==> config.mk <==
export PLATFORM = sky130hd
export DESIGN_NAME = sql_token_scanner
export DESIGN_NICKNAME = d
export VERILOG_FILES = /design/src/hdl/sts_pkg.sv /design/src/hdl/sts_front.sv /design/src/hdl/sts_queue.sv /design/src/hdl/sts_back.sv /design/src/hdl/sql_token_scanner.sv
export SDC_FILE = /design/constraint.sdc
export NUM_CORES = 2
export LEC_CHECK = 0
export BUFFER_PORTS_ARGS = -buffer_cell sky130_fd_sc_hd__buf_2
export CAP_MARGIN = 0
export CELL_PAD_IN_SITES_DETAIL_PLACEMENT = 1
export CELL_PAD_IN_SITES_GLOBAL_PLACEMENT = 1
export CORE_AREA = 2 2 478 480
export CTS_BUF_LIST = sky130_fd_sc_hd__clkbuf_8
export CTS_CLUSTER_SIZE = 40
export DETAILED_ROUTE_END_ITERATION = 10
export DIE_AREA = 0 0 480 482
export PLACE_DENSITY_LB_ADDON = 0.05
export RECOVER_POWER = 100
export SLEW_MARGIN = 20
export SYNTH_ARGS = -nofsm -noshare
export SYNTH_HDL_FRONTEND = slang
export SYNTH_SLANG_ARGS = --single-unit
==> constraint.sdc <==
create_clock -name clk -period 14.5 [get_ports clk]
set_clock_uncertainty 0.15 [all_clocks]
set_input_delay 2.9 -clock clk [delete_from_list [all_inputs] [get_ports clk]]
set_output_delay 2.9 -clock clk [all_outputs]
set_load 0.005 [all_outputs]
==> src/hdl/sts_pkg.sv <==
// Shared types, token codes and keyword table of the SQL token scanner.
package sts_pkg;

  localparam int NREC    = 5;    // most records one text byte can cause
  localparam int NUM_KW  = 63;
  localparam int KW_BITS = 128;  // keyword text, right aligned, up to 16 bytes

  typedef logic [6:0] kind_t;

  localparam kind_t K_IDENT   = 7'd63;
  localparam kind_t K_INTEGER = 7'd64;
  localparam kind_t K_REAL    = 7'd65;
  localparam kind_t K_STRING  = 7'd66;
  localparam kind_t K_PLUS    = 7'd67;
  localparam kind_t K_MINUS   = 7'd68;
  localparam kind_t K_STAR    = 7'd69;
  localparam kind_t K_SLASH   = 7'd70;
  localparam kind_t K_PCT     = 7'd71;
  localparam kind_t K_EQ      = 7'd72;
  localparam kind_t K_NE      = 7'd73;
  localparam kind_t K_LT      = 7'd74;
  localparam kind_t K_LE      = 7'd75;
  localparam kind_t K_GT      = 7'd76;
  localparam kind_t K_GE      = 7'd77;
  localparam kind_t K_SEMI    = 7'd78;
  localparam kind_t K_COMMA   = 7'd79;
  localparam kind_t K_LPAR    = 7'd80;
  localparam kind_t K_RPAR    = 7'd81;
  localparam kind_t K_DOT     = 7'd82;
  localparam kind_t K_END     = 7'd83;
  localparam kind_t K_ERROR   = 7'd84;
  localparam kind_t K_NONE    = 7'd0;

  typedef enum logic [1:0] {
    E_NONE  = 2'd0,
    E_CHAR  = 2'd1,
    E_BANG  = 2'd2,
    E_UNTRM = 2'd3
  } err_t;

  typedef enum logic [3:0] {
    M_IDLE, M_IDENT, M_INT, M_INT_DOT, M_FRAC, M_STR, M_STR_ESC,
    M_LT, M_GT, M_BANG, M_DEAD, M_DONE
  } mode_t;

  typedef struct packed {
    logic       is_value_byte;
    logic [7:0] value_byte;
    kind_t      token_kind;
    err_t       error_code;
  } rec_t;

  localparam logic [KW_BITS-1:0] KW_TAB [NUM_KW] = '{
    "SELECT", "FROM", "WHERE", "INSERT", "INTO", "VALUES", "UPDATE", "SET",
    "DELETE", "CREATE", "TABLE", "DROP", "ALTER", "INDEX", "PRIMARY", "KEY",
    "FOREIGN", "REFERENCES", "AND", "OR", "NOT", "NULL", "TRUE", "FALSE",
    "DISTINCT", "ORDER", "BY", "GROUP", "HAVING", "LIMIT", "OFFSET", "JOIN",
    "INNER", "LEFT", "RIGHT", "OUTER", "ON", "UNION", "INTERSECT", "EXCEPT",
    "AS", "CASE", "WHEN", "THEN", "ELSE", "END", "IF", "EXISTS", "BEGIN",
    "COMMIT", "ROLLBACK", "TRANSACTION", "VACUUM", "ANALYZE", "INT",
    "VARCHAR", "CHAR", "TEXT", "REAL", "BOOLEAN", "DATE", "TIME", "TIMESTAMP"
  };

  // parallel compare against every keyword
  function automatic kind_t kw_find(input logic [KW_BITS-1:0] w);
    kind_t k;
    k = K_IDENT;
    for (int i = 0; i < NUM_KW; i++) begin
      if (w == KW_TAB[i]) k = 7'(i);
    end
    return k;
  endfunction

  function automatic logic is_digit(input logic [7:0] c);
    return (c >= "0") && (c <= "9");
  endfunction

  function automatic logic is_alpha(input logic [7:0] c);
    return ((c >= "a") && (c <= "z")) || ((c >= "A") && (c <= "Z")) || (c == "_");
  endfunction

  function automatic logic [7:0] to_upper(input logic [7:0] c);
    return ((c >= "a") && (c <= "z")) ? c - 8'd32 : c;
  endfunction

  function automatic kind_t single_op(input logic [7:0] c);
    kind_t k;
    case (c)
      "+":     k = K_PLUS;
      "-":     k = K_MINUS;
      "*":     k = K_STAR;
      "/":     k = K_SLASH;
      "%":     k = K_PCT;
      "=":     k = K_EQ;
      ";":     k = K_SEMI;
      ",":     k = K_COMMA;
      "(":     k = K_LPAR;
      ")":     k = K_RPAR;
      ".":     k = K_DOT;
      default: k = K_NONE;
    endcase
    return k;
  endfunction

  function automatic rec_t mk_val(input logic [7:0] b);
    return '{is_value_byte: 1'b1, value_byte: b, token_kind: K_NONE, error_code: E_NONE};
  endfunction

  function automatic rec_t mk_tok(input kind_t k);
    return '{is_value_byte: 1'b0, value_byte: 8'd0, token_kind: k, error_code: E_NONE};
  endfunction

  function automatic rec_t mk_err(input err_t e);
    return '{is_value_byte: 1'b0, value_byte: 8'd0, token_kind: K_ERROR, error_code: e};
  endfunction

endpackage

==> src/hdl/sts_front.sv <==
// Scanner front end: classifies each byte and builds the records it causes.
module sts_front #(
  parameter int KEYWORD_MAX_LEN = 11,
  parameter int POSITION_BITS   = 16
) (
  input  logic                     clk,
  input  logic                     rst_n,
  input  logic                     acc_i,
  input  logic [7:0]               text_byte_i,
  input  logic                     final_byte_i,
  output sts_pkg::rec_t            recs_o [sts_pkg::NREC],
  output logic [POSITION_BITS-1:0] lines_o [sts_pkg::NREC],
  output logic [POSITION_BITS-1:0] cols_o [sts_pkg::NREC],
  output logic [2:0]               cnt_o
);
  import sts_pkg::*;

  localparam int P   = POSITION_BITS;
  localparam int WB  = KEYWORD_MAX_LEN * 8;
  localparam int WLW = $clog2(KEYWORD_MAX_LEN + 2);

  mode_t          mode_r, mode_nxt;
  logic           dq_r, dq_nxt;
  logic [WB-1:0]  word_r, word_nxt;
  logic [WLW-1:0] wlen_r, wlen_nxt;
  logic [P-1:0]   line_r, line_nxt, col_r, col_nxt;
  logic [P-1:0]   tline_r, tline_nxt, tcol_r, tcol_nxt, dcol_r, dcol_nxt;

  function automatic logic [P-1:0] inc_sat(input logic [P-1:0] v);
    return (&v) ? v : v + 1'b1;
  endfunction

  function automatic kind_t word_kind(input logic [WB-1:0] w, input logic [WLW-1:0] l);
    return (l > WLW'(KEYWORD_MAX_LEN)) ? K_IDENT : kw_find(KW_BITS'(w));
  endfunction

  always_comb begin
    mode_t        m;
    logic [7:0]   b;
    logic         fall;
    kind_t        k;
    logic [2:0]   n;
    m    = mode_r;
    b    = text_byte_i;
    fall = 1'b0;
    k    = K_NONE;
    n    = 3'd0;
    dq_nxt = dq_r; word_nxt = word_r; wlen_nxt = wlen_r;
    line_nxt = line_r; col_nxt = col_r; tline_nxt = tline_r; tcol_nxt = tcol_r;
    dcol_nxt = dcol_r;
    for (int i = 0; i < NREC; i++) begin
      recs_o[i] = mk_tok(K_NONE);
      lines_o[i] = '0;
      cols_o[i]  = '0;
    end

    if (m != M_DEAD && m != M_DONE) begin
      unique case (m) inside
        M_IDENT: begin
          if (is_alpha(b) || is_digit(b)) begin
            if (wlen_nxt < WLW'(KEYWORD_MAX_LEN)) begin
              word_nxt = {word_nxt[WB-9:0], to_upper(b)};
              wlen_nxt = wlen_nxt + 1'b1;
            end else if (wlen_nxt == WLW'(KEYWORD_MAX_LEN)) begin
              wlen_nxt = wlen_nxt + 1'b1;
            end
            recs_o[n] = mk_val(b); lines_o[n] = tline_nxt; cols_o[n] = tcol_nxt; n = n + 1'b1;
          end else begin
            recs_o[n] = mk_tok(word_kind(word_nxt, wlen_nxt));
            lines_o[n] = tline_nxt; cols_o[n] = tcol_nxt; n = n + 1'b1;
            fall = 1'b1;
          end
        end
        M_INT, M_FRAC: begin
          if (is_digit(b)) begin
            recs_o[n] = mk_val(b); lines_o[n] = tline_nxt; cols_o[n] = tcol_nxt; n = n + 1'b1;
          end else if (m == M_INT && b == ".") begin
            dcol_nxt = col_nxt;
            m = M_INT_DOT;
          end else begin
            recs_o[n] = mk_tok((m == M_INT) ? K_INTEGER : K_REAL);
            lines_o[n] = tline_nxt; cols_o[n] = tcol_nxt; n = n + 1'b1;
            fall = 1'b1;
          end
        end
        M_INT_DOT: begin
          if (is_digit(b)) begin
            recs_o[n] = mk_val("."); lines_o[n] = tline_nxt; cols_o[n] = tcol_nxt; n = n + 1'b1;
            recs_o[n] = mk_val(b); lines_o[n] = tline_nxt; cols_o[n] = tcol_nxt; n = n + 1'b1;
            m = M_FRAC;
          end else begin
            recs_o[n] = mk_tok(K_INTEGER); lines_o[n] = tline_nxt; cols_o[n] = tcol_nxt;
            n = n + 1'b1;
            recs_o[n] = mk_tok(K_DOT); lines_o[n] = line_nxt; cols_o[n] = dcol_nxt;
            n = n + 1'b1;
            fall = 1'b1;
          end
        end
        M_STR: begin
          if (b == (dq_nxt ? 8'h22 : 8'h27)) begin
            recs_o[n] = mk_tok(K_STRING); lines_o[n] = tline_nxt; cols_o[n] = tcol_nxt;
            n = n + 1'b1;
            m = M_IDLE;
          end else if (b == 8'h0a) begin
            recs_o[n] = mk_err(E_UNTRM); lines_o[n] = line_nxt; cols_o[n] = col_nxt;
            n = n + 1'b1;
            m = M_DEAD;
          end else if (b == 8'h5c) begin
            m = M_STR_ESC;
          end else begin
            recs_o[n] = mk_val(b); lines_o[n] = tline_nxt; cols_o[n] = tcol_nxt; n = n + 1'b1;
          end
        end
        M_STR_ESC: begin
          recs_o[n] = mk_val((b == "n") ? 8'h0a : (b == "t") ? 8'h09 : (b == "r") ? 8'h0d : b);
          lines_o[n] = tline_nxt; cols_o[n] = tcol_nxt; n = n + 1'b1;
          m = M_STR;
        end
        M_LT, M_GT, M_BANG: begin
          if (b == "=" || (m == M_LT && b == ">")) begin
            if (m == M_LT && b == "=")      k = K_LE;
            else if (m == M_GT)             k = K_GE;
            else                            k = K_NE;
            recs_o[n] = mk_tok(k); lines_o[n] = tline_nxt; cols_o[n] = tcol_nxt; n = n + 1'b1;
            m = M_IDLE;
          end else if (m == M_BANG) begin
            recs_o[n] = mk_err(E_BANG); lines_o[n] = line_nxt; cols_o[n] = col_nxt;
            n = n + 1'b1;
            m = M_DEAD;
          end else begin
            recs_o[n] = mk_tok((m == M_LT) ? K_LT : K_GT);
            lines_o[n] = tline_nxt; cols_o[n] = tcol_nxt; n = n + 1'b1;
            fall = 1'b1;
          end
        end
        default: fall = 1'b1;
      endcase

      // byte starts something new (or is skipped)
      if (fall) begin
        m = M_IDLE;
        if (!(b inside {8'h20, 8'h0d, 8'h09, 8'h0a})) begin
          tline_nxt = line_nxt;
          tcol_nxt  = col_nxt;
          k = single_op(b);
          if (b == 8'h27 || b == 8'h22) begin
            dq_nxt = (b == 8'h22);
            m = M_STR;
          end else if (is_digit(b)) begin
            recs_o[n] = mk_val(b); lines_o[n] = tline_nxt; cols_o[n] = tcol_nxt; n = n + 1'b1;
            m = M_INT;
          end else if (is_alpha(b)) begin
            word_nxt = WB'(to_upper(b));
            wlen_nxt = WLW'(1);
            recs_o[n] = mk_val(b); lines_o[n] = tline_nxt; cols_o[n] = tcol_nxt; n = n + 1'b1;
            m = M_IDENT;
          end else if (k != K_NONE) begin
            recs_o[n] = mk_tok(k); lines_o[n] = tline_nxt; cols_o[n] = tcol_nxt; n = n + 1'b1;
          end else if (b == "<") begin
            m = M_LT;
          end else if (b == ">") begin
            m = M_GT;
          end else if (b == "!") begin
            m = M_BANG;
          end
        end
      end

      // position moves on unless the byte was left for a later step
      if (!(mode_r == M_STR && b == 8'h0a) && !(mode_r == M_BANG && m == M_DEAD)) begin
        if (b == 8'h0a) begin
          line_nxt = inc_sat(line_nxt);
          col_nxt  = P'(1);
        end else begin
          col_nxt = inc_sat(col_nxt);
        end
      end

      // unexpected character: reported after the byte's step
      if (fall && m == M_IDLE && !(b inside {8'h20, 8'h0d, 8'h09, 8'h0a})
          && !is_alpha(b) && !is_digit(b) && single_op(b) == K_NONE) begin
        recs_o[n] = mk_err(E_CHAR); lines_o[n] = line_nxt; cols_o[n] = col_nxt; n = n + 1'b1;
        m = M_DEAD;
      end

      // end of text
      if (final_byte_i && m != M_DEAD) begin
        unique case (m) inside
          M_IDENT: begin
            recs_o[n] = mk_tok(word_kind(word_nxt, wlen_nxt));
            lines_o[n] = tline_nxt; cols_o[n] = tcol_nxt; n = n + 1'b1;
          end
          M_INT, M_FRAC, M_LT, M_GT: begin
            if (m == M_INT)      k = K_INTEGER;
            else if (m == M_FRAC) k = K_REAL;
            else if (m == M_LT)   k = K_LT;
            else                  k = K_GT;
            recs_o[n] = mk_tok(k); lines_o[n] = tline_nxt; cols_o[n] = tcol_nxt; n = n + 1'b1;
          end
          M_INT_DOT: begin
            recs_o[n] = mk_tok(K_INTEGER); lines_o[n] = tline_nxt; cols_o[n] = tcol_nxt;
            n = n + 1'b1;
            recs_o[n] = mk_tok(K_DOT); lines_o[n] = line_nxt; cols_o[n] = dcol_nxt;
            n = n + 1'b1;
          end
          M_STR, M_STR_ESC, M_BANG: begin
            recs_o[n] = mk_err((m == M_BANG) ? E_BANG : E_UNTRM);
            lines_o[n] = line_nxt; cols_o[n] = col_nxt; n = n + 1'b1;
            m = M_DEAD;
          end
          default: ;
        endcase
        if (m != M_DEAD) begin
          recs_o[n] = mk_tok(K_END); lines_o[n] = line_nxt; cols_o[n] = col_nxt; n = n + 1'b1;
          m = M_DONE;
        end
      end
    end
    mode_nxt = m;
    cnt_o    = n;
  end

  always_ff @(posedge clk) begin
    if (!rst_n) begin
      mode_r  <= M_IDLE;
      dq_r    <= 1'b0;
      wlen_r  <= '0;
      line_r  <= P'(1);
      col_r   <= P'(1);
      tline_r <= P'(1);
      tcol_r  <= P'(1);
      dcol_r  <= P'(1);
    end else if (acc_i) begin
      mode_r  <= mode_nxt;
      dq_r    <= dq_nxt;
      wlen_r  <= wlen_nxt;
      line_r  <= line_nxt;
      col_r   <= col_nxt;
      tline_r <= tline_nxt;
      tcol_r  <= tcol_nxt;
      dcol_r  <= dcol_nxt;
    end
  end

  always_ff @(posedge clk) begin
    if (acc_i) word_r <= word_nxt;
  end

endmodule

==> src/hdl/sts_queue.sv <==
// Short queue of per-byte record groups between front and back.
module sts_queue #(
  parameter int POSITION_BITS = 16
) (
  input  logic                     clk,
  input  logic                     rst_n,
  input  logic                     push_i,
  input  sts_pkg::rec_t            recs_i [sts_pkg::NREC],
  input  logic [POSITION_BITS-1:0] lines_i [sts_pkg::NREC],
  input  logic [POSITION_BITS-1:0] cols_i [sts_pkg::NREC],
  input  logic [2:0]               cnt_i,
  input  logic                     pop_i,
  output logic                     full_o,
  output logic                     empty_o,
  output sts_pkg::rec_t            recs_o [sts_pkg::NREC],
  output logic [POSITION_BITS-1:0] lines_o [sts_pkg::NREC],
  output logic [POSITION_BITS-1:0] cols_o [sts_pkg::NREC],
  output logic [2:0]               cnt_o
);
  import sts_pkg::*;

  localparam int QD = 4;

  rec_t                     rec_q  [QD][NREC];
  logic [POSITION_BITS-1:0] line_q [QD][NREC];
  logic [POSITION_BITS-1:0] col_q  [QD][NREC];
  logic [2:0]               cnt_q  [QD];
  logic [1:0]               wp_r, rp_r;
  logic [2:0]               used_r;

  assign full_o  = (used_r == 3'(QD));
  assign empty_o = (used_r == 3'd0);

  always_comb begin
    recs_o  = rec_q[rp_r];
    lines_o = line_q[rp_r];
    cols_o  = col_q[rp_r];
    cnt_o   = cnt_q[rp_r];
  end

  always_ff @(posedge clk) begin
    if (!rst_n) begin
      wp_r   <= '0;
      rp_r   <= '0;
      used_r <= '0;
    end else begin
      if (push_i) wp_r <= wp_r + 1'b1;
      if (pop_i)  rp_r <= rp_r + 1'b1;
      used_r <= used_r + {2'd0, push_i} - {2'd0, pop_i};
    end
  end

  always_ff @(posedge clk) begin
    if (push_i) begin
      rec_q[wp_r]  <= recs_i;
      line_q[wp_r] <= lines_i;
      col_q[wp_r]  <= cols_i;
      cnt_q[wp_r]  <= cnt_i;
    end
  end

endmodule

==> src/hdl/sts_back.sv <==
// Back end: hands out the head group's records one beat at a time.
module sts_back #(
  parameter int POSITION_BITS = 16
) (
  input  logic                     clk,
  input  logic                     rst_n,
  input  logic                     q_empty_i,
  input  sts_pkg::rec_t            recs_i [sts_pkg::NREC],
  input  logic [POSITION_BITS-1:0] lines_i [sts_pkg::NREC],
  input  logic [POSITION_BITS-1:0] cols_i [sts_pkg::NREC],
  input  logic [2:0]               cnt_i,
  input  logic                     pop_i,
  output logic                     q_pop_o,
  output logic [2:0]               idx_o,
  output sts_pkg::rec_t            rec_o,
  output logic [POSITION_BITS-1:0] line_o,
  output logic [POSITION_BITS-1:0] col_o,
  output logic                     last_o
);
  import sts_pkg::*;

  logic [2:0] idx_r;

  assign idx_o   = idx_r;
  assign rec_o   = recs_i[idx_r];
  assign line_o  = lines_i[idx_r];
  assign col_o   = cols_i[idx_r];
  assign last_o  = (idx_r == cnt_i - 3'd1);
  assign q_pop_o = pop_i && !q_empty_i && last_o;

  always_ff @(posedge clk) begin
    if (!rst_n) begin
      idx_r <= '0;
    end else if (pop_i && !q_empty_i) begin
      idx_r <= last_o ? 3'd0 : idx_r + 3'd1;
    end
  end

endmodule

==> src/hdl/sql_token_scanner.sv <==
// Top level of the SQL token scanner: front end, record queue, back end.
//
//   channel | direction | handshake       | beat
//   in_     | in        | in_push/in_full | one text byte, last-byte flag
//   out_    | out       | out_pop/out_empty | one value or token record
//
// One text byte is taken per cycle while in_full is low; the front end
// decodes it in the same cycle (keyword match is a parallel compare against
// all 63 keywords) and queues the one to five records it causes as one
// group; a byte with no record (whitespace, open quotes) queues nothing.
// Records leave at one per cycle while out_pop is high and out_empty is low.
// Four groups fit in the queue; in_full rises only when it is full.
// Reset is synchronous; the scanner restarts at line 1, column 1.
// After an end or error record, bytes are still taken but ignored.
module sql_token_scanner #(
  parameter int KEYWORD_MAX_LEN = 11,
  parameter int POSITION_BITS   = 16
) (
  input  logic                     clk,
  input  logic                     rst_n,
  input  logic                     in_push,
  output logic                     in_full,
  input  logic [7:0]               in_text_byte,
  input  logic                     in_final_byte,
  output logic                     out_empty,
  input  logic                     out_pop,
  output logic                     out_is_value_byte,
  output logic [7:0]               out_value_byte,
  output logic [6:0]               out_token_kind,
  output logic [1:0]               out_error_code,
  output logic [POSITION_BITS-1:0] out_tok_line,
  output logic [POSITION_BITS-1:0] out_tok_col,
  output logic                     out_last
);
  import sts_pkg::*;

  localparam int P = POSITION_BITS;

  logic         acc, q_push, q_pop, q_full, q_empty;
  rec_t         f_recs [NREC];
  logic [P-1:0] f_lines [NREC];
  logic [P-1:0] f_cols [NREC];
  logic [2:0]   f_cnt;
  rec_t         h_recs [NREC];
  logic [P-1:0] h_lines [NREC];
  logic [P-1:0] h_cols [NREC];
  logic [2:0]   h_cnt, b_idx;
  rec_t         o_rec;

  assign in_full = q_full;
  assign acc     = in_push && !q_full;
  // only groups that hold records enter the queue
  assign q_push  = acc && (f_cnt != 3'd0);

  sts_front #(
    .KEYWORD_MAX_LEN (KEYWORD_MAX_LEN),
    .POSITION_BITS   (POSITION_BITS)
  ) u_front (
    .clk          (clk),
    .rst_n        (rst_n),
    .acc_i        (acc),
    .text_byte_i  (in_text_byte),
    .final_byte_i (in_final_byte),
    .recs_o       (f_recs),
    .lines_o      (f_lines),
    .cols_o       (f_cols),
    .cnt_o        (f_cnt)
  );

  sts_queue #(.POSITION_BITS(POSITION_BITS)) u_queue (
    .clk     (clk),
    .rst_n   (rst_n),
    .push_i  (q_push),
    .recs_i  (f_recs),
    .lines_i (f_lines),
    .cols_i  (f_cols),
    .cnt_i   (f_cnt),
    .pop_i   (q_pop),
    .full_o  (q_full),
    .empty_o (q_empty),
    .recs_o  (h_recs),
    .lines_o (h_lines),
    .cols_o  (h_cols),
    .cnt_o   (h_cnt)
  );

  sts_back #(.POSITION_BITS(POSITION_BITS)) u_back (
    .clk       (clk),
    .rst_n     (rst_n),
    .q_empty_i (q_empty),
    .recs_i    (h_recs),
    .lines_i   (h_lines),
    .cols_i    (h_cols),
    .cnt_i     (h_cnt),
    .pop_i     (out_pop),
    .q_pop_o   (q_pop),
    .idx_o     (b_idx),
    .rec_o     (o_rec),
    .line_o    (out_tok_line),
    .col_o     (out_tok_col),
    .last_o    (out_last)
  );

  assign out_empty         = q_empty;
  assign out_is_value_byte = o_rec.is_value_byte;
  assign out_value_byte    = o_rec.value_byte;
  assign out_token_kind    = o_rec.token_kind;
  assign out_error_code    = o_rec.error_code;

`ifndef ASSERT_OFF
  // a queued group holds between one and five records
  a_grp_size: assert property (@(posedge clk) disable iff (!rst_n)
    q_push |-> (f_cnt != 3'd0) && (f_cnt <= 3'(NREC)))
    else $error("record group size out of range");

  // the back end never points past the head group
  a_idx_rng: assert property (@(posedge clk) disable iff (!rst_n)
    !q_empty |-> (b_idx < h_cnt))
    else $error("record index past group end");

  // a group leaves only on its last record's beat
  a_pop_last: assert property (@(posedge clk) disable iff (!rst_n)
    q_pop |-> out_pop && out_last && !q_empty)
    else $error("group popped before its last record");

  // nothing waits right after reset
  a_rst_empty: assert property (@(posedge clk)
    !rst_n |=> out_empty)
    else $error("records present after reset");
`endif

endmodule
==> flow_summary.ini <==
[status]
status = complete, but fails checks
violations = max-capacitance violations, max-slew violations

[cts]
ctsResizeCount = 0
cts_made_buffers = 213
cts_tree = built
cts_hold_buffers = 0
cts_sinks = 1165
clk_pin_slew_worst_paths_ps = 60
cts_buffer_depth = 3
cts_max_level = 4
clk_latency_ps = 1060
cts_root_buf = clkbuf_8
post-cts-setup-buffers = 0

[layout]
ff_latch_area_mm2 = 0.0340
fill_cells = 24800
multiInputGateArea_mm2 = 0.0274
syn_to_final_growth_pct = 12.7
final_layout_size_suffix_gt1_share_pct = 14.2
final_nets = 5627
finalCoreUtilization_pct = 31.4

[timing]
slew_violations = 739
slew-limit-headroom_pct = -180
fmax_ghz = 0.0804
tightest_slew_ps = 4170
finalCriticalPeriod_ps = 12440
rsz0062_at_grt = no
setup_viol = 0
finalSetupTns_ps = 0
fin_crit_sh_pct = 85.8
hold_viol = 0

[synthesis]
synthCells = 5536
synth_top_flop_cell = edfxtp_1
ys_types = 111
ys_ff_latch = 1165
yosys.area.top_type = edfxtp_1
yosysSeqAreaShare_pct = 53.9
yosysWarnings = 0
synth-edff-count = 1064
yosys-top-cells-count = edfxtp_1 (1064), nand2_1 (578), nor2_1 (477)
yosysTopAreaCellShare_pct = 50.7
synth_area_leaders = edfxtp_1 (51%), mux4_2 (9.0%), nand2_1 (3.4%)
yosysMostFrequentCell = edfxtp_1
syn_area_mm2 = 0.0630
ys_async_sr_fraction_pct = 0
syn_avg_cell_area_um2 = 11.4

[routing]
drc = 0
ant_nets = 0
drtIter0Drc = 4916
wl_mm = 302
vias = 51200
wl_per_cell_um = 34.4
via_per_inst = 5.83
first_pass_iters = 7

[worst_hold_path]
min_path_type = register to register
worstHoldPathCells = 2
hold_path_end = u_front.dcol_r[1]
hold_start = u_front.dcol_r[1]

[setup_path]
start_kind = input pin
r2r_slack_ps = 4830
crit_arrival_ps = 12900
rr_startpoint = u_front.mode_r[2]
r2r-end = u_queue.rec_q[0][25]
critPathRequiredTime_ps = 14960
path_max_fanout = 36
rr_worst_depth = 17
worst-setup-path-type = input pin to register
endpoint_kind = register

[global_routing]
antenna_found_initial = 20
grt_max_degree = 95
grt_pass1_vias = 52500
grt_pass1_wl_mm = 425
gr-total-overflow = 0
grtUsageTotal_pct = 25.6

[die]
io_pins = 66
die_y_um = 482
die_x_um = 480
num_rows = 175
start_util_pct = 27.8
dieArea_mm2 = 0.231
core_mm2 = 0.226

[power]
power_uw = 15100
switchingPower_uw = 6910
p_comb_share_pct = 45.0
p_leak_uw = 0.0219
p_seq_share_pct = 34.9
netSwitchingFraction_pct = 45.7
p_int_uw = 8200
power.density_mw_per_mm2 = 213
p_clk_share_pct = 20.1
ir_worst_vdd_mv = 0.146

[placement]
place_hpwl_mm = 204
routabilityCongestion = 0.929
io_buffers = 65

[run]
drv_cap = 23
cells by family (layout without fill, tap and decap cells):
logic type	count (synthesis)	after routing	share of synthesized area, %
and+or+nand+nor	2044	2044	15.9
AOI/OAI and AO/OA	1317	1317	13.9
DFF	1165	1165	53.9
buffers and inverters	497	696	3.11
muxes	434	434	12.0
xor gates and xnor gates	55	55	0.764
adders and majority gates	23	23	0.469
other	1	40	0.00595
worst max path at each step:
stage	from	to	slack, ps	cells past startpoint
final	in_text_byte[0]	u_queue.rec_q[0][25]	2060	17
after global routing	in_text_byte[0]	u_queue.rec_q[2][30]	1700	22
after CTS	in_text_byte[0]	u_queue.rec_q[3][88]	4000	23
after detailed placement	in_text_byte[0]	u_queue.rec_q[3][45]	2930	23
after global placement	in_text_byte[0]	u_queue.rec_q[3][33]	3030	23
after floorplan	in_text_byte[6]	u_queue.cnt_q[1][0]	480	27
layout make-up:
type                       instances  area share [%]
sequential                      1165            47.8
multi-input combinational       3901            38.5
tap                             3009            5.30
clock buffer                     215            4.17
timing repair buffer             265            2.43
clock inverter                   171            1.46
inverter                          45           0.241
antenna                           12          0.0423
power groups by stage:
stage | logic, uW | registers [uW] | clock network (uW)
final | 6800 | 5270 | 3040
after CTS | 6830 | 5270 | 3160
after detailed placement | 6810 | 5330 | 0
after global placement | 6790 | 5300 | 0
after floorplan | 3790 | 5230 | 0
after global routing | 7170 | 5350 | 3290
sequential cells by signal, summed over array words and instances, names as in the netlist, 3 cells and up, named ones only:
register and count:
u_back.idx_o 3, u_front.col_r 16, u_front.dcol_r 16, u_front.line_r 16, u_front.mode_r 4, u_front.tcol_r 16, u_front.tline_r 16, u_front.wlen_r 4
u_front.word_r 88, u_queue.cnt_q 12, u_queue.col_q 320, u_queue.line_q 320, u_queue.rec_q 324, u_queue.used_r 3
layer usage:
metal / vias up / track usage, % / wire [um]
li1: 21900 / - / -
met3: 453 / 4.08 / 17300
met1: 27000 / 36.4 / 138000
met2: 1795 / 39.9 / 137000
met5: - / 0 / 55
met4: 8 / 8.04 / 9700
critical path, cell delays in order:
cell and delay [ps]:
clkbuf_1 1350, nor3_1 180, o221ai_1 690, and2_0 210
clkbuf_1 780, a21oi_2 80, clkbuf_1 790, o21ai_0 530
clkbuf_1 1460, a22o_1 450, nand3_1 210, or4_1 510
o41ai_1 930, nand4b_1 220, nor4_1 70, o21ai_0 1090
nor2_1 360
per-stage QoR:
stage                     area, um2  hold WS (ps)  std cells  setup WS [ps]
after floorplan               63100           286       5563            484
after global placement        67300           292       8385           3030
after detailed placement      67300           299       8385           2930
after CTS                     71300           307       8771           4000
after global routing          71000           329       8775           1700
final                         71000           306       8783           2060
placed cells by master, fill, tap and decap left out, types with 131 or more instances in the layout:
cell type,n
edfxtp_1,1064
nand2_1,576
nor2_1,474
a21oi_1,370
mux4_2,253
o21ai_0,218
nand3_1,215
clkbuf_8,215
mux2i_1,159
buf_4,152
nor3_1,146
o22ai_1,131
No activity file was read; power rests on OpenSTA's default activity.
